--- src/rtl/tlv_property_stream_validator_unit_assert.svh ---
// ----------------------------------------------------------------------------
// tlv assertion macros
// shared concurrent assertion forms, clocked on clk, disabled in reset
// ----------------------------------------------------------------------------
`ifndef TLV_PROPERTY_STREAM_VALIDATOR_UNIT_ASSERT_SVH
`define TLV_PROPERTY_STREAM_VALIDATOR_UNIT_ASSERT_SVH

// same-cycle implication
`define TLV_ASSERT_IMP(lbl, ante, cons) \
	lbl: assert property (@(posedge clk) disable iff (!arst_n) (ante) |-> (cons)) \
		else $error("tlv same-cycle check failed");

// next-cycle implication
`define TLV_ASSERT_NXT(lbl, ante, cons) \
	lbl: assert property (@(posedge clk) disable iff (!arst_n) (ante) |=> (cons)) \
		else $error("tlv next-cycle check failed");

`endif

--- src/rtl/tlv_pkg.sv ---
// ----------------------------------------------------------------------------
// tlv_pkg
// shared types and codes of the tlv property stream validator
// ----------------------------------------------------------------------------
package tlv_pkg;

	// config port geometry: five 64-bit registers at 8-byte spacing
	localparam int unsigned ADDR_W = 6;
	localparam int unsigned DATA_W = 64;

	// register indexes
	localparam logic [2:0] REG_TYPES_0   = 3'd0;
	localparam logic [2:0] REG_TYPES_64  = 3'd1;
	localparam logic [2:0] REG_TYPES_128 = 3'd2;
	localparam logic [2:0] REG_TYPES_192 = 3'd3;
	localparam logic [2:0] REG_FINAL     = 3'd4;

	// byte kinds
	localparam logic [1:0] KIND_LIST_HDR = 2'd0;
	localparam logic [1:0] KIND_REC_HDR  = 2'd1;
	localparam logic [1:0] KIND_PAYLOAD  = 2'd2;
	localparam logic [1:0] KIND_SKIP     = 2'd3;

	// status codes
	localparam logic [1:0] ST_OK     = 2'd0;
	localparam logic [1:0] ST_FORMAT = 2'd1;
	localparam logic [1:0] ST_UNREG  = 2'd2;
	localparam logic [1:0] ST_SHORT  = 2'd3;

	// saturating blob byte counter
	localparam logic [16:0] COUNT_MAX = 17'h1FFFF;

	typedef struct packed {
		logic [255:0] type_map;
		logic [7:0]   final_type;
	} tlv_cfg_t;

	typedef struct packed {
		logic [1:0]  byte_kind;
		logic [7:0]  prop_type;
		logic [7:0]  payload_value;
		logic [15:0] payload_offset;
		logic        last_of_prop;
		logic        done_res;
		logic [1:0]  status;
		logic        final_present;
	} tlv_result_t;

endpackage

--- src/rtl/tlv_cfg.sv ---
// ----------------------------------------------------------------------------
// tlv_cfg
// apb register file: registered-type bitmap and final type code
// ----------------------------------------------------------------------------
module tlv_cfg
	import tlv_pkg::*;
(
	input  logic              clk,
	input  logic              arst_n,
	input  logic              psel,
	input  logic              penable,
	input  logic              pwrite,
	input  logic [ADDR_W-1:0] paddr,
	input  logic [DATA_W-1:0] pwdata,
	output logic [DATA_W-1:0] prdata,
	output logic              pready,
	output tlv_cfg_t          cfg
);

	logic [63:0] types_q [4];
	logic [7:0]  final_type_q;
	logic [2:0]  reg_idx;
	logic        wr_en;

	assign pready  = 1'b1;
	assign reg_idx = paddr[ADDR_W-1:3];
	assign wr_en   = psel && penable && pwrite && pready;

	// register writes, out-of-range indexes ignored
	always_ff @(posedge clk or negedge arst_n) begin
		if (!arst_n) begin
			types_q[0]   <= '0;
			types_q[1]   <= '0;
			types_q[2]   <= '0;
			types_q[3]   <= '0;
			final_type_q <= '0;
		end else if (wr_en) begin
			case (reg_idx)
				REG_TYPES_0:   types_q[0]   <= pwdata;
				REG_TYPES_64:  types_q[1]   <= pwdata;
				REG_TYPES_128: types_q[2]   <= pwdata;
				REG_TYPES_192: types_q[3]   <= pwdata;
				REG_FINAL:     final_type_q <= pwdata[7:0];
				default:       ;
			endcase
		end
	end

	// read mux
	always_comb begin
		case (reg_idx)
			REG_TYPES_0:   prdata = types_q[0];
			REG_TYPES_64:  prdata = types_q[1];
			REG_TYPES_128: prdata = types_q[2];
			REG_TYPES_192: prdata = types_q[3];
			REG_FINAL:     prdata = {56'd0, final_type_q};
			default:       prdata = '0;
		endcase
	end

	// type map first, final type code in the low byte
	assign cfg = {types_q[3], types_q[2], types_q[1], types_q[0], final_type_q};

endmodule

--- src/rtl/tlv_parser.sv ---
// ----------------------------------------------------------------------------
// tlv_parser
// parse state and one-byte step: header decode, record checks, payload tags
// ----------------------------------------------------------------------------
`include "tlv_property_stream_validator_unit_assert.svh"

module tlv_parser
	import tlv_pkg::*;
(
	input  logic        clk,
	input  logic        arst_n,
	input  logic        step,
	input  logic [7:0]  data_byte,
	input  logic        first_byte,
	input  logic        last_byte,
	input  tlv_cfg_t    cfg,
	output tlv_result_t res
);

	typedef enum logic [2:0] {
		PH_LEN_HI,
		PH_LEN_LO,
		PH_TYPE,
		PH_RLEN_HI,
		PH_RLEN_LO,
		PH_PAYLOAD,
		PH_SKIP
	} phase_t;

	phase_t      phase_q;
	logic [16:0] count_q;
	logic [15:0] len_q;
	logic [15:0] pos_q;
	logic [7:0]  type_q;
	logic [15:0] remain_q;
	logic [15:0] offset_q;
	logic [7:0]  len_hi_q;
	logic [1:0]  err_q;

	// state seen by this byte (cleared by first_byte)
	phase_t      ph_e;
	logic [16:0] cnt_e;
	logic [15:0] len_e, pos_e, remain_e, offset_e;
	logic [7:0]  type_e, len_hi_e;
	logic [1:0]  err_e;

	// next state
	phase_t      ph_n;
	logic [16:0] cnt_n;
	logic [15:0] len_n, pos_n, remain_n, offset_n;
	logic [7:0]  type_n, len_hi_n;
	logic [1:0]  err_n;

	logic [15:0] pos_inc;
	logic [15:0] rlen;
	logic [17:0] reach;
	logic [16:0] rem;
	logic        bnd_zero, bnd_short;
	logic [15:0] remain_dec;
	logic [16:0] len_plus2;
	logic        type_reg, final_reg;
	logic [1:0]  st;
	logic        restart_step;
	logic        kind_tagged;

	// effective state
	always_comb begin
		if (first_byte) begin
			ph_e     = PH_LEN_HI;
			cnt_e    = '0;
			len_e    = '0;
			pos_e    = '0;
			type_e   = '0;
			remain_e = '0;
			offset_e = '0;
			len_hi_e = '0;
			err_e    = ST_OK;
		end else begin
			ph_e     = phase_q;
			cnt_e    = count_q;
			len_e    = len_q;
			pos_e    = pos_q;
			type_e   = type_q;
			remain_e = remain_q;
			offset_e = offset_q;
			len_hi_e = len_hi_q;
			err_e    = err_q;
		end
	end

	// shared arithmetic for record checks
	assign pos_inc    = pos_e + 16'd1;
	assign rlen       = {len_hi_e, data_byte};
	assign reach      = {2'b00, pos_inc} + {2'b00, rlen};
	assign rem        = {1'b0, len_e} - {1'b0, pos_inc};
	assign bnd_zero   = (rem == 17'd0);
	assign bnd_short  = !rem[16] && (rem < 17'd3);
	assign remain_dec = remain_e - 16'd1;
	assign type_reg   = cfg.type_map[type_e];
	assign final_reg  = cfg.type_map[cfg.final_type];

	// one parse step
	always_comb begin
		ph_n     = ph_e;
		cnt_n    = (cnt_e == COUNT_MAX) ? cnt_e : cnt_e + 17'd1;
		len_n    = len_e;
		pos_n    = pos_e;
		type_n   = type_e;
		remain_n = remain_e;
		offset_n = offset_e;
		len_hi_n = len_hi_e;
		err_n    = err_e;

		res.byte_kind      = KIND_SKIP;
		res.prop_type      = '0;
		res.payload_value  = '0;
		res.payload_offset = '0;
		res.last_of_prop   = 1'b0;

		case (ph_e)
			PH_LEN_HI: begin
				res.byte_kind = KIND_LIST_HDR;
				len_hi_n      = data_byte;
				ph_n          = PH_LEN_LO;
			end
			PH_LEN_LO: begin
				res.byte_kind = KIND_LIST_HDR;
				len_n         = {len_hi_e, data_byte};
				pos_n         = '0;
				if ({len_hi_e, data_byte} < 16'd3) begin
					err_n = (err_e == ST_OK) ? ST_FORMAT : err_e;
					ph_n  = PH_SKIP;
				end else begin
					ph_n = PH_TYPE;
				end
			end
			PH_TYPE: begin
				res.byte_kind = KIND_REC_HDR;
				res.prop_type = data_byte;
				type_n        = data_byte;
				pos_n         = pos_inc;
				ph_n          = PH_RLEN_HI;
			end
			PH_RLEN_HI: begin
				res.byte_kind = KIND_REC_HDR;
				res.prop_type = type_e;
				len_hi_n      = data_byte;
				pos_n         = pos_inc;
				ph_n          = PH_RLEN_LO;
			end
			PH_RLEN_LO: begin
				res.byte_kind = KIND_REC_HDR;
				res.prop_type = type_e;
				pos_n         = pos_inc;
				// overrun is checked ahead of registration
				if (reach > {2'b00, len_e}) begin
					err_n = (err_e == ST_OK) ? ST_FORMAT : err_e;
					ph_n  = PH_SKIP;
				end else if (!type_reg) begin
					err_n = (err_e == ST_OK) ? ST_UNREG : err_e;
					ph_n  = PH_SKIP;
				end else begin
					remain_n = rlen;
					offset_n = '0;
					if (rlen == 16'd0) begin
						res.last_of_prop = 1'b1;
						if (bnd_zero) begin
							ph_n = PH_SKIP;
						end else if (bnd_short) begin
							err_n = (err_e == ST_OK) ? ST_FORMAT : err_e;
							ph_n  = PH_SKIP;
						end else begin
							ph_n = PH_TYPE;
						end
					end else begin
						ph_n = PH_PAYLOAD;
					end
				end
			end
			PH_PAYLOAD: begin
				res.byte_kind      = KIND_PAYLOAD;
				res.prop_type      = type_e;
				res.payload_value  = data_byte;
				res.payload_offset = offset_e;
				pos_n              = pos_inc;
				offset_n           = offset_e + 16'd1;
				remain_n           = remain_dec;
				if (remain_dec == 16'd0) begin
					res.last_of_prop = 1'b1;
					if (bnd_zero) begin
						ph_n = PH_SKIP;
					end else if (bnd_short) begin
						err_n = (err_e == ST_OK) ? ST_FORMAT : err_e;
						ph_n  = PH_SKIP;
					end else begin
						ph_n = PH_TYPE;
					end
				end
			end
			default: begin
				ph_n = PH_SKIP;
			end
		endcase

		// final status on the last byte
		len_plus2 = {1'b0, len_n} + 17'd2;
		st        = err_n;
		if (last_byte) begin
			if (cnt_n < 17'd2) begin
				st = ST_SHORT;
			end else if (cnt_n != len_plus2) begin
				st = ST_FORMAT;
			end
		end

		res.done_res      = last_byte;
		res.status        = st;
		res.final_present = last_byte && (st == ST_OK) && final_reg;
	end

	// state registers, cleared after the last byte of a blob
	always_ff @(posedge clk or negedge arst_n) begin
		if (!arst_n) begin
			phase_q  <= PH_LEN_HI;
			count_q  <= '0;
			len_q    <= '0;
			pos_q    <= '0;
			type_q   <= '0;
			remain_q <= '0;
			offset_q <= '0;
			len_hi_q <= '0;
			err_q    <= ST_OK;
		end else if (step) begin
			if (last_byte) begin
				phase_q  <= PH_LEN_HI;
				count_q  <= '0;
				len_q    <= '0;
				pos_q    <= '0;
				type_q   <= '0;
				remain_q <= '0;
				offset_q <= '0;
				len_hi_q <= '0;
				err_q    <= ST_OK;
			end else begin
				phase_q  <= ph_n;
				count_q  <= cnt_n;
				len_q    <= len_n;
				pos_q    <= pos_n;
				type_q   <= type_n;
				remain_q <= remain_n;
				offset_q <= offset_n;
				len_hi_q <= len_hi_n;
				err_q    <= err_n;
			end
		end
	end

	// helpers for the checks below
	assign restart_step = step && (first_byte || last_byte);
	assign kind_tagged  = (res.byte_kind == KIND_REC_HDR) || (res.byte_kind == KIND_PAYLOAD);

	// first error sticks until the blob is restarted
	`TLV_ASSERT_NXT(a_err_sticky, err_q != ST_OK && !restart_step, err_q == $past(err_q))
	// once skipping, only a blob restart leaves the skip phase
	`TLV_ASSERT_NXT(a_skip_sticky, phase_q == PH_SKIP && !restart_step, phase_q == PH_SKIP)
	// a latched error always parks the parser in skip
	`TLV_ASSERT_IMP(a_err_skips, err_q != ST_OK, phase_q == PH_SKIP)
	// record end marks only on record header or payload bytes
	`TLV_ASSERT_IMP(a_lastp_kind, step && res.last_of_prop, kind_tagged)

endmodule

--- src/rtl/tlv_property_stream_validator_unit.sv ---
// ----------------------------------------------------------------------------
// tlv_property_stream_validator_unit
// byte-serial validator for type-length-value property blobs
// ----------------------------------------------------------------------------
//  channel | direction | handshake          | payload
//  in      | input     | in_valid/in_stall  | data_byte, first_byte, last_byte
//  out     | output    | out_valid/out_stall| byte_kind .. final_present
//  cfg     | input     | apb psel/penable   | paddr, pwdata, prdata
//
// one byte per cycle sustained while out_stall is low; a byte's result is
// registered: input register, then one parse step into the result register
// the parse step updates all parser state in the cycle it runs
// reset clears the parser and the type map; no clearing pass is needed
// out_stall holds the result register and backs up into the input register
// ----------------------------------------------------------------------------
module tlv_property_stream_validator_unit
	import tlv_pkg::*;
(
	input  logic              clk,
	input  logic              arst_n,
	// byte input
	input  logic              in_valid,
	output logic              in_stall,
	input  logic [7:0]        data_byte,
	input  logic              first_byte,
	input  logic              last_byte,
	// result output
	output logic              out_valid,
	input  logic              out_stall,
	output logic [1:0]        byte_kind,
	output logic [7:0]        prop_type,
	output logic [7:0]        payload_value,
	output logic [15:0]       payload_offset,
	output logic              last_of_prop,
	output logic              done_res,
	output logic [1:0]        status,
	output logic              final_present,
	// config port
	input  logic              psel,
	input  logic              penable,
	input  logic              pwrite,
	input  logic [ADDR_W-1:0] paddr,
	input  logic [DATA_W-1:0] pwdata,
	output logic [DATA_W-1:0] prdata,
	output logic              pready
);

	tlv_cfg_t    cfg;
	tlv_result_t res;
	tlv_result_t res_s2;

	logic       valid_s1;
	logic [7:0] data_s1;
	logic       first_s1;
	logic       last_s1;
	logic       valid_s2;
	logic       adv_s2;
	logic       step;
	logic       accept;

	// pipeline control
	assign adv_s2   = !valid_s2 || !out_stall;
	assign step     = valid_s1 && adv_s2;
	assign in_stall = valid_s1 && !adv_s2;
	assign accept   = in_valid && !in_stall;

	tlv_cfg u_cfg (
		.clk     (clk),
		.arst_n  (arst_n),
		.psel    (psel),
		.penable (penable),
		.pwrite  (pwrite),
		.paddr   (paddr),
		.pwdata  (pwdata),
		.prdata  (prdata),
		.pready  (pready),
		.cfg     (cfg)
	);

	tlv_parser u_parser (
		.clk        (clk),
		.arst_n     (arst_n),
		.step       (step),
		.data_byte  (data_s1),
		.first_byte (first_s1),
		.last_byte  (last_s1),
		.cfg        (cfg),
		.res        (res)
	);

	// input register
	always_ff @(posedge clk or negedge arst_n) begin
		if (!arst_n) begin
			valid_s1 <= 1'b0;
		end else if (accept) begin
			valid_s1 <= 1'b1;
		end else if (step) begin
			valid_s1 <= 1'b0;
		end
	end

	always_ff @(posedge clk) begin
		if (accept) begin
			data_s1  <= data_byte;
			first_s1 <= first_byte;
			last_s1  <= last_byte;
		end
	end

	// result register
	always_ff @(posedge clk or negedge arst_n) begin
		if (!arst_n) begin
			valid_s2 <= 1'b0;
		end else if (adv_s2) begin
			valid_s2 <= step;
		end
	end

	always_ff @(posedge clk) begin
		if (step) begin
			res_s2 <= res;
		end
	end

	assign out_valid      = valid_s2;
	assign byte_kind      = res_s2.byte_kind;
	assign prop_type      = res_s2.prop_type;
	assign payload_value  = res_s2.payload_value;
	assign payload_offset = res_s2.payload_offset;
	assign last_of_prop   = res_s2.last_of_prop;
	assign done_res       = res_s2.done_res;
	assign status         = res_s2.status;
	assign final_present  = res_s2.final_present;

endmodule
--- config.mk ---
export PLATFORM = sky130hd
export DESIGN_NAME = tlv_property_stream_validator_unit
export DESIGN_NICKNAME = d
export VERILOG_FILES = /design/src/rtl/tlv_pkg.sv /design/src/rtl/tlv_cfg.sv /design/src/rtl/tlv_parser.sv /design/src/rtl/tlv_property_stream_validator_unit.sv
export VERILOG_INCLUDE_DIRS = /design/src /design/src/rtl
export SDC_FILE = /design/constraint.sdc
export NUM_CORES = 1
export LEC_CHECK = 0
export BUFFER_PORTS_ARGS = -buffer_cell sky130_fd_sc_hd__buf_4
export CAP_MARGIN = 10
export CORE_ASPECT_RATIO = 1.75
export CORE_MARGIN = 2
export CORE_UTILIZATION = 40
export DETAILED_ROUTE_END_ITERATION = 16
export HOLD_SLACK_MARGIN = 0.08
export MAX_ROUTING_LAYER = met4
export PLACE_DENSITY = 0.58
export SYNTH_ARGS = -nofsm -noshare
export SYNTH_HDL_FRONTEND = slang
export SYNTH_HIERARCHICAL = 1
export SYNTH_SLANG_ARGS = --single-unit
--- constraint.sdc ---
create_clock -name clk -period 5.9 [get_ports clk]
set_input_delay 1.18 -clock clk [delete_from_list [all_inputs] [get_ports clk]]
set_output_delay 1.18 -clock clk [all_outputs]
set_load 0.02 [all_outputs]
Word-level counts from Yosys, hierarchy flattened
Cells that the tools add are included.
- input bits: 87
- memories kept: 0
- RAM bits: 0
- logic and storage cells: 147
- output and inout bits: 106
- ROM bits: 0
- bits in latches: 0
- register bits: 417
- div/mod/pow operators: 0
- add/subtract/negate cells: 7
- bitwise gates (word level): 0
- $lt $le $gt $ge: 6
- equality and inequality tests: 11
- multiplexer cells: 64
- $mul: 0
- reductions and logical operators: 32
- shift operators: 0
- operator list (kind ; count):
    one-hot mux 64 bit (5 select lines) ; 1
    two-way mux 16 bit ; 13
    one-hot mux 16 bit (2 select lines) ; 3
    two-way mux 17 bit ; 3
    two-way mux 8 bit ; 6
    less-than comparator 17 x 2 -> 1 bit (second input constant) ; 2
    adder 16 x 1 -> 16 bit (second input constant) ; 2
    zero test 16 bit ; 2
    two-way mux 2 bit ; 14
    two-way mux 3 bit ; 9
    greater-than comparator 18 x 16 -> 1 bit ; 1
    less-than comparator 8 x 9 -> 1 bit (second input constant) ; 2
    one-hot mux 3 bit (6 select lines) ; 1
    adder 16 x 16 -> 17 bit ; 1
    adder 16 x 2 -> 17 bit (second input constant) ; 1
    adder 17 x 1 -> 17 bit (second input constant) ; 1
    equality test 17 bit (second input constant) ; 1
    zero test 17 bit ; 1
    != test 17 bit ; 1
    subtractor 16 x 16 -> 17 bit ; 1
    binary-select mux 1 bit (select 8 bit) ; 2
    less-than comparator 16 x 2 -> 1 bit (second input constant) ; 1
    one-hot mux 8 bit (2 select lines) ; 1
    subtractor 16 x 1 -> 16 bit (second input constant) ; 1
    other kinds (16) ; 49

Longest topological paths before layout
Gate-level depths: netlist of run 1.
- depth in word-level cells: 17
- mapped depth: 35
- gate-level depth less buffers: 25

Hierarchy
The synthesis of run 1 kept the hierarchy.
- modules (own cells, without submodules) (module ; cells an instance ; area an instance (sq um) ; seq. area each (sq um) ; times used):
    tlv_parser ; 1750 ; 14846.7 ; 2552.4 ; 1
    tlv_cfg ; 738 ; 12184.2 ; 6606.3 ; 1
    tlv_property_stream_validator_unit ; 57 ; 1564.0 ; 1521.5 ; 1

Worst setup path before layout of run 1
No wires, ideal clock.
- path type: register -> register
- from: register first_s1
- to: register res_s2 (netlist bit status[0]) (data pin)
- period minus slack after synthesis: 6.311 ns
- path buffers: 8
- path slack: -0.411 ns
- library setup time: 0.259 ns
- cell stages (with the launch flop): 33
- data required time: 5.641 ns
- arrival: 6.052 ns
- path through: edfxtp_1 > buf_4 > buf_6 > buf_6 > buf_2 > buf_2 > buf_2 > buf_2 > clkbuf_1 > nor2b_1 > ha_1 > xnor2_1 > inv_1 > ha_1 > a21oi_1 > o21bai_1 > a21oi_1 > o21bai_1 > a211oi_1 > o21bai_1 > a221oi_1 > o21bai_1 > xor2_1 > ha_1 > and4_1 > nand3_1 > nor4_1 > a211o_1 > o211a_1 > nor2_1 > o21a_1 > or3_1 > or2_1
- RTL lines (item ; RTL line ; text):
    from (decl) ; tlv_property_stream_validator_unit.sv:54 ; logic first_s1;
    from (signal assigned) ; tlv_property_stream_validator_unit.sv:105 ; first_s1 <= first_byte;
    to (signal assigned) ; tlv_property_stream_validator_unit.sv:121 ; res_s2 <= res;
    to (decl) ; tlv_property_stream_validator_unit.sv:50 ; tlv_result_t res_s2;

Worst setup path in the final report of run 1
- from: register u_parser.pos_q[0]
- to: register u_parser.remain_q[2]
- cells in the longest elaborated chain, start to end: 7
- ends and longest elaborated chain (item ; RTL line ; text):
    from (decl) ; tlv_parser.sv:33 ; logic [15:0] pos_q;
    from (signal assigned) ; tlv_parser.sv:248 ; pos_q <= pos_n;
    two-way mux 16 bit ; tlv_parser.sv:68 ; if (first_byte) begin
    adder 16 x 1 -> 16 bit ; tlv_parser.sv:92 ; assign pos_inc = pos_e + 16'd1;
    adder 16 x 16 -> 17 bit ; tlv_parser.sv:94 ; assign reach = {2'b00, pos_inc} + {2'b00, rlen};
    greater-than comparator 18 x 16 -> 1 bit ; tlv_parser.sv:156 ; if (reach > {2'b00, len_e}) begin
    two-way mux 16 bit ; tlv_parser.sv:156 ;
    one-hot mux 16 bit (2 select lines) ; tlv_parser.sv:120 ; case (ph_e)
    two-way mux 16 bit ; tlv_parser.sv:234 ; if (last_byte) begin
    to (signal assigned) ; tlv_parser.sv:250 ; remain_q <= remain_n;
    to (decl) ; tlv_parser.sv:35 ; logic [15:0] remain_q;
Every way passes these cells.
A chain may end at the register's enable or synchronous reset.

==> results of run 1 <==
## area by class of cell
| type | instances | area [µm²] | area share |
|---|---|---|---|
| multi-input cells | 1849 | 16600 | 0.514 |
| flip-flops and latches | 417 | 10700 | 0.331 |
| repair buffers | 256 | 2030 | 0.0628 |
| clock buffers | 56 | 1260 | 0.0390 |
| well taps | 917 | 1150 | 0.0355 |
| inverters | 81 | 304 | 0.00941 |
| clock inverters | 27 | 280 | 0.00867 |
| diodes | 3 | 7.51 | 0.000232 |
## what timing repair did
action                     CTS  global route
resized for setup            0             5
setup buffers                0             1
setup endpoints to repair    0            26
## sequential cells by signal (all words and copies together), names as in the netlist, 2 cells and up
name / cells
byte_kind: 2
data_s1: 8
payload_offset: 16
payload_value: 8
prop_type: 8
status: 2
u_cfg/cfg: 256
u_cfg/final_type_q: 8
u_parser/count_q: 17
u_parser/err_q: 2
u_parser/len_hi_q: 8
u_parser/len_q: 16
u_parser/offset_q: 16
u_parser/phase_q: 3
u_parser/pos_q: 16
u_parser/remain_q: 16
u_parser/type_q: 8
## stage by stage
step / hold slack, ps / utilization
final: 515 / 0.457
after detailed placement: 488 / 0.435
after global placement: 478 / 0.435
after floorplan: 464 / -
after CTS: 510 / 0.457
after global routing: 519 / 0.457
## layout by cell type (no fill, tap or decap), drive strengths merged, types with 40 or more instances in the layout
master and instances:
nor2 123, dfrtp 368, edfxtp 49, mux2i 93
nand3 62, inv 84, nand2 150, mux4 155
a21oi 99, o21ai 108, clkbuf 56, mux2 284
ha 52, xnor2 44, nor2b 106, buf 256
a22o 40
## power breakdown
group | internal, W | switching (W) | leakage (nW) | total, W
clock | 0.00171 | 0.00133 | 0.755 | 0.00303
combinational | 0.00141 | 0.00137 | 7.45 | 0.00277
sequential | 0.00332 | 0.000615 | 5.28 | 0.00394
## worst register-to-register path: stages (launching register included)
cell                       delay (ps)
sky130_fd_sc_hd__dfrtp_2          500
sky130_fd_sc_hd__nor2b_1          240
sky130_fd_sc_hd__ha_2             250
sky130_fd_sc_hd__xnor2_2          150
sky130_fd_sc_hd__inv_1             70
sky130_fd_sc_hd__ha_1             320
sky130_fd_sc_hd__a21oi_2          190
sky130_fd_sc_hd__o21bai_1         120
sky130_fd_sc_hd__a21oi_2          210
sky130_fd_sc_hd__o21bai_1         140
sky130_fd_sc_hd__a211oi_1         290
sky130_fd_sc_hd__o21bai_1         160
sky130_fd_sc_hd__a221oi_2         330
sky130_fd_sc_hd__o21bai_1         120
sky130_fd_sc_hd__xor2_1           150
sky130_fd_sc_hd__ha_1             290
sky130_fd_sc_hd__and4_1           170
sky130_fd_sc_hd__nand3_1           90
sky130_fd_sc_hd__nor4_1           250
sky130_fd_sc_hd__a211o_1          170
sky130_fd_sc_hd__o211a_1          260
sky130_fd_sc_hd__nand3_2          210
sky130_fd_sc_hd__buf_4            290
sky130_fd_sc_hd__mux2i_1          160
sky130_fd_sc_hd__a221oi_1         100
sky130_fd_sc_hd__a211o_1          310
## kinds of logic (layout without fill, tap and decap cells)
logic type,Yosys count,count (layout),synth area share
flip-flops,417,417,0.374
AND/OR/NAND/NOR,654,654,0.123
multiplexers,532,532,0.275
adder cells (fa/ha/maj),54,54,0.0242
buffers and inverters,279,420,0.0483
AO/OA/AOI/OAI,537,537,0.132
other,1,4,0.000131
XOR/XNOR,71,71,0.0232
## per-layer routing
metal | share of wire | track usage | vias up
met5 | 0 | - | -
met4 | 0.086 | 0.204 | 0
met3 | 0.054 | 0.0436 | 366
met2 | 0.52 | 0.502 | 1014
met1 | 0.34 | 0.306 | 11600
li1 | - | - | 9846
## worst paths after layout
check / start / endpoint / slack [ps] / cells after the start
worst max-delay path: u_parser/pos_q[0]$_DFFE_PN0P_ / u_parser/remain_q[2]$_DFFE_PN0P_ / 260 / 25
worst min-delay path: u_parser/len_q[0]$_DFFE_PN0P_ / u_parser/len_q[0]$_DFFE_PN0P_ / 510 / 1
worst max register to register: u_parser/pos_q[0]$_DFFE_PN0P_ / u_parser/remain_q[2]$_DFFE_PN0P_ / 260 / 25
worst min register to register: u_parser/len_q[0]$_DFFE_PN0P_ / u_parser/len_q[0]$_DFFE_PN0P_ / 510 / 1
max in group asynchronous: arst_n / u_cfg/cfg[247]$_DFFE_PN0P_ / 3940 / 2
min in group asynchronous: arst_n / u_cfg/cfg[196]$_DFFE_PN0P_ / 640 / 1
==> flow_summary.yaml, run 1 <==
cells_and_area:
  area_delta_synth_final_pct: 13.0
  design.final.nets: 2792
  post_route_cells_drive_above_1_share: 0.307
  fillCellCount: 6616
  final_cells: 3606
  design_area_um2: 32300
flow_run:
  number_of_max_cap_violations: 0
yosys:
  synth_top_area_cell: "sky130_fd_sc_hd__dfrtp_1"
  synth.yosys.warnings: 6
  synth.top_cells.by_count: "sky130_fd_sc_hd__dfrtp_1 (368), sky130_fd_sc_hd__mux2_2 (214), sky130_fd_sc_hd__mux4_2 (155)"
  synth.top_cells.by_area: "sky130_fd_sc_hd__dfrtp_1 (32%), sky130_fd_sc_hd__mux4_2 (12%), sky130_fd_sc_hd__mux2_2 (8.4%)"
  post-synth-top-area-fraction: 0.322
  synthMostInstantiatedCell: "sky130_fd_sc_hd__dfrtp_1"
  sequential_fraction_of_the_synthesis_area: 0.374
  synth_flop_cell: "sky130_fd_sc_hd__dfrtp_1"
  synth_seq_cells: 417
  synth_area_um2: 28600
  instance_count_of_the_mapped_netlist: 2545
  async_reset_ff_frac: 0.882
  synth.net_count: 2686
  count_of_flip_flops_with_a_built_in_enable_after_synthesis: 49
  syn_area_per_cell_um2: 11.2
  post_synth_num_cell_types: 112
place:
  place_hpwl_mm: 75.3
  placedCellCount: 3519
  dp_worst_setup_slack_ps: 189
  last_weighted_congestion_value_of_the_routability_driven_placer: 0.971
  detailed_place.area_um2: 30700
  buffer_ports.inserted: 188
global_routing:
  grt_pass1_wl_mm: 155
  global_route.usage.total: 0.292
  number_of_global_route_vias_before_repair: 23700
  grt_remaining_overflow: 0
  antenna_found_initial: 2
  maximum_number_of_pins_on_one_net_before_global_route_repair: 121
worst_setup_path:
  worstPathRequired_ps: 6380
  timing.critical_path.buf_inv: 2
  crit_family: "compound AO/OA/AOI/OAI gates"
  timing.critical_path.slowest_stage_cell: "sky130_fd_sc_hd__dfrtp_2"
  critical_path_arrival_ps: 6130
  startpoint_to_endpoint_class_of_the_critical_path: "flip-flop to flip-flop"
  crit_path_max_incr_delay_ps: 500
  cp_max_fo: 11
  crit_path_frequent_cell: "sky130_fd_sc_hd__o21bai_1"
  critical_path.endpoint_type: "flip-flop"
  worstSetupStartpointType: "flip-flop"
routing:
  firstDrtPassIters: 5
  route.detailed.drc: 0
  drt.antenna.violating_nets: 0
  drt_via_density: 6.33
  drt_iter0_drc: 1649
  num_vias: 22800
  routed_wirelength_mm: 104
  wl_per_cell_um: 28.8
clocking:
  root_buffer: "sky130_fd_sc_hd__clkbuf_16"
  post_cts_hold_buffer_count: 0
  later_pin_clock_latency_in_the_skew_report_ps: 620
  cts.clk_slew.worst_paths_ps: 70
  cts.sink_count: 417
  htree_levels: 2
  clock_path_buffers: 3
  clock_tree_from_tritoncts: "built"
  cts-buffers-inserted: 46
floorplan:
  fp.coreArea_um2: 70700
  placementRows: 129
  boundaryPins: 193
  fp.dieH_um: 358
  die_w_um: 206
  floorplan.initialDensity: 0.404
  dieArea_um2: 73700
sta:
  worst_slew_pin_slew_ps: 1240
  timing.setup.tns_ps: 0
  hold_viol: 0
  clock_skew_ps: 23.8
  maxClockFrequency_ghz: 0.177
  finalMaxSlewViolations: 0
  final_cycle_share: 0.957
  finalWorstSetupSlack_ps: 256
  setup_viol_count_final: 0
  fin_crit_ps: 5640
  slew_headroom: 0.170
  rsz0062_at_grt: "no"
worst_hold_path:
  hp-class: "flip-flop to flip-flop"
pwr:
  post-layout-total-power_w: 0.00974
  cellLeakagePower_nw: 13.5
  power_per_cell_area_nw_per_um2: 301
  worst_ir_drop_vdd_uv: 275
status:
  outcome: "completed"
Power figures use the tool's default switching activity.
==> inputs of run 2 (changes only) <==
==> constraint.sdc (replaced) <==
create_clock -name clk -period 5.9 [get_ports clk]
set_input_delay 1.18 -clock clk [delete_from_list [all_inputs] [get_ports clk]]
set_output_delay 1.18 -clock clk [all_outputs]
set_load 0.05 [all_outputs]
==> flow_summary.yaml, run 2 (synthesis gave the netlist of run 1 again) <==
worst_setup_path:
  critical_path.endpoint_type: "flip-flop"
  reg2reg_depth: 24
  crit_end: "status[0]$_DFFE_PP_"
  worstPathRequired_ps: 6250
  critical_path.reg2reg.startpoint: "u_parser/pos_q[0]$_DFFE_PN0P_"
  worstSetupStartpointType: "flip-flop"
  critical_path_arrival_ps: 5870
  ff2ff_setup_slack_ps: 380
  timing.rr.end: "status[0]$_DFFE_PP_"
  crit_start: "u_parser/pos_q[0]$_DFFE_PN0P_"
  startpoint_to_endpoint_class_of_the_critical_path: "flip-flop to flip-flop"
  cp_max_fo: 4
cells_and_area:
  fillCellCount: 6567
  design.final.nets: 2792
  final_common_cell: "sky130_fd_sc_hd__dfrtp_1"
  area_delta_synth_final_pct: 13.6
  utilization: 0.460
  design_area_um2: 32500
  post_route_cells_drive_above_1_share: 0.306
  largest_register_ffs: 256
  mostFrequentLayoutCells: "sky130_fd_sc_hd__dfrtp_1 (364), sky130_fd_sc_hd__buf_4 (248), sky130_fd_sc_hd__mux2_2 (214), sky130_fd_sc_hd__mux4_2 (155), sky130_fd_sc_hd__nand2_1 (150)"
flow_run:
  number_of_max_cap_violations: 0
clocking:
  cts-buffers-inserted: 45
  clock_path_buffers: 3
  cts.clk_slew.worst_paths_ps: 70
  root_buffer: "sky130_fd_sc_hd__clkbuf_16"
  later_pin_clock_latency_in_the_skew_report_ps: 620
  post_cts_hold_buffer_count: 0
  clock_tree_from_tritoncts: "built"
  post_cts.repair.setup_buffers: 0
  cts.sink_count: 417
  htree_levels: 2
routing:
  drt_iter0_drc: 1653
  firstDrtPassIters: 8
  wl_per_cell_um: 28.9
  route.detailed.drc: 0
  routed_wirelength_mm: 104
  drt.antenna.violating_nets: 0
  num_vias: 22700
  drt_via_density: 6.31
global_routing:
  grt_remaining_overflow: 0
  global_route.usage.total: 0.292
  number_of_global_route_vias_before_repair: 23300
  maximum_number_of_pins_on_one_net_before_global_route_repair: 137
  antenna_found_initial: 3
  grt_pass1_wl_mm: 154
place:
  detailed_place.area_um2: 30700
  buffer_ports.inserted: 188
  last_weighted_congestion_value_of_the_routability_driven_placer: 0.951
  place_hpwl_mm: 75.1
floorplan:
  dieArea_um2: 73700
  placementRows: 129
  fp.dieH_um: 358
  die_w_um: 206
  boundaryPins: 193
  fp.coreArea_um2: 70700
  floorplan.initialDensity: 0.404
sta:
  finalMaxSlewViolations: 0
  hold_viol: 0
  worst_slew_pin_slew_ps: 1360
  rsz0062_at_grt: "no"
  maxClockFrequency_ghz: 0.181
  setup_viol_count_final: 0
  final_cycle_share: 0.936
  clock_skew_ps: 27.1
  fin_crit_ps: 5520
  slew_headroom: 0.0926
status:
  outcome: "completed"
pwr:
  cellLeakagePower_nw: 13.6
  worst_ir_drop_vdd_uv: 317
  power_per_cell_area_nw_per_um2: 317
worst_hold_path:
  hp-class: "primary input to async pin"
run 2: layout make-up:
class                           count  area [µm²]  share of cell area
Multi-Input combinational cell   1849       16600               0.510
Antenna cell                        3        7.51            0.000231
Sequential cell                   417       10700               0.329
Inverter                           81         304             0.00936
Timing Repair Buffer              257        2030              0.0624
Clock buffer                       57        1250              0.0385
Tap cell                          917        1150              0.0353
Clock inverter                     25         487              0.0150
run 2: repair_timing:
item,4_1_cts,5_1_grt
endpoints found under the hold margin,0,0
setup endpoints to repair,0,3
gates resized for setup,0,2
run 2: worst min-delay path by stage:
| stage | from | to |
|---|---|---|
| finish | arst_n | u_cfg/cfg[194]$_DFFE_PN0P_ |
| global route | arst_n | u_cfg/cfg[194]$_DFFE_PN0P_ |
| CTS | arst_n | u_cfg/cfg[137]$_DFFE_PN0P_ |
| detailed placement | u_parser/len_q[0]$_DFFE_PN0P_ | u_parser/len_q[0]$_DFFE_PN0P_ |
| global placement | u_parser/offset_q[12]$_DFFE_PN0P_ | u_parser/offset_q[12]$_DFFE_PN0P_ |
| floorplan | u_parser/offset_q[12]$_DFFE_PN0P_ | u_parser/offset_q[12]$_DFFE_PN0P_ |
run 2: routing by layer:
metal	share of wire	up-vias	global-route usage	wire length [µm]
li1	-	9836	-	-
met1	0.34	11600	0.304	35400
met2	0.52	992	0.506	54100
met3	0.058	344	0.0434	6000
met4	0.083	0	0.194	8600
met5	0	-	-	0
run 2: through the flow:
| stage | instances | hold WS [ps] | total power, W | worst slack (ps) | TNS, ps |
|---|---|---|---|---|---|
| after floorplan | 2545 | 464 | 0.00577 | -68.0 | -68.0 |
| after global placement | 3521 | 480 | 0.00682 | 341 | 0 |
| after detailed placement | 3521 | 490 | 0.00689 | 376 | 0 |
| after CTS | 3603 | 470 | 0.0103 | 348 | 0 |
| after global routing | 3606 | 493 | 0.0106 | 9.49 | 0 |
| final | 3606 | 486 | 0.0103 | 379 | 0 |
run 2: critical path: stages (launching register included):
cell                       delay [ps]
sky130_fd_sc_hd__dfrtp_1          430
sky130_fd_sc_hd__nor2b_1          170
sky130_fd_sc_hd__ha_2             220
sky130_fd_sc_hd__xnor2_1          260
sky130_fd_sc_hd__inv_1            100
sky130_fd_sc_hd__ha_1             330
sky130_fd_sc_hd__a21oi_2          180
sky130_fd_sc_hd__o21bai_1         100
sky130_fd_sc_hd__a21oi_2          190
sky130_fd_sc_hd__o21bai_1         140
sky130_fd_sc_hd__a211oi_1         320
sky130_fd_sc_hd__o21bai_1         170
sky130_fd_sc_hd__a221oi_2         340
sky130_fd_sc_hd__o21bai_1         120
sky130_fd_sc_hd__xor2_1           150
sky130_fd_sc_hd__ha_1             290
sky130_fd_sc_hd__and4_1           160
sky130_fd_sc_hd__nand3_1           70
sky130_fd_sc_hd__nor4_1           230
sky130_fd_sc_hd__a211o_1          150
sky130_fd_sc_hd__o211a_1          240
sky130_fd_sc_hd__nor2_1            60
sky130_fd_sc_hd__o21a_1           200
sky130_fd_sc_hd__or3_1            410
sky130_fd_sc_hd__or2_1            240
run 2: power by group:
part           switching (W)  internal, W  leakage [nW]
Sequential          0.000614      0.00332          5.28
Clock                0.00131      0.00208         0.844
Combinational        0.00155      0.00141          7.45
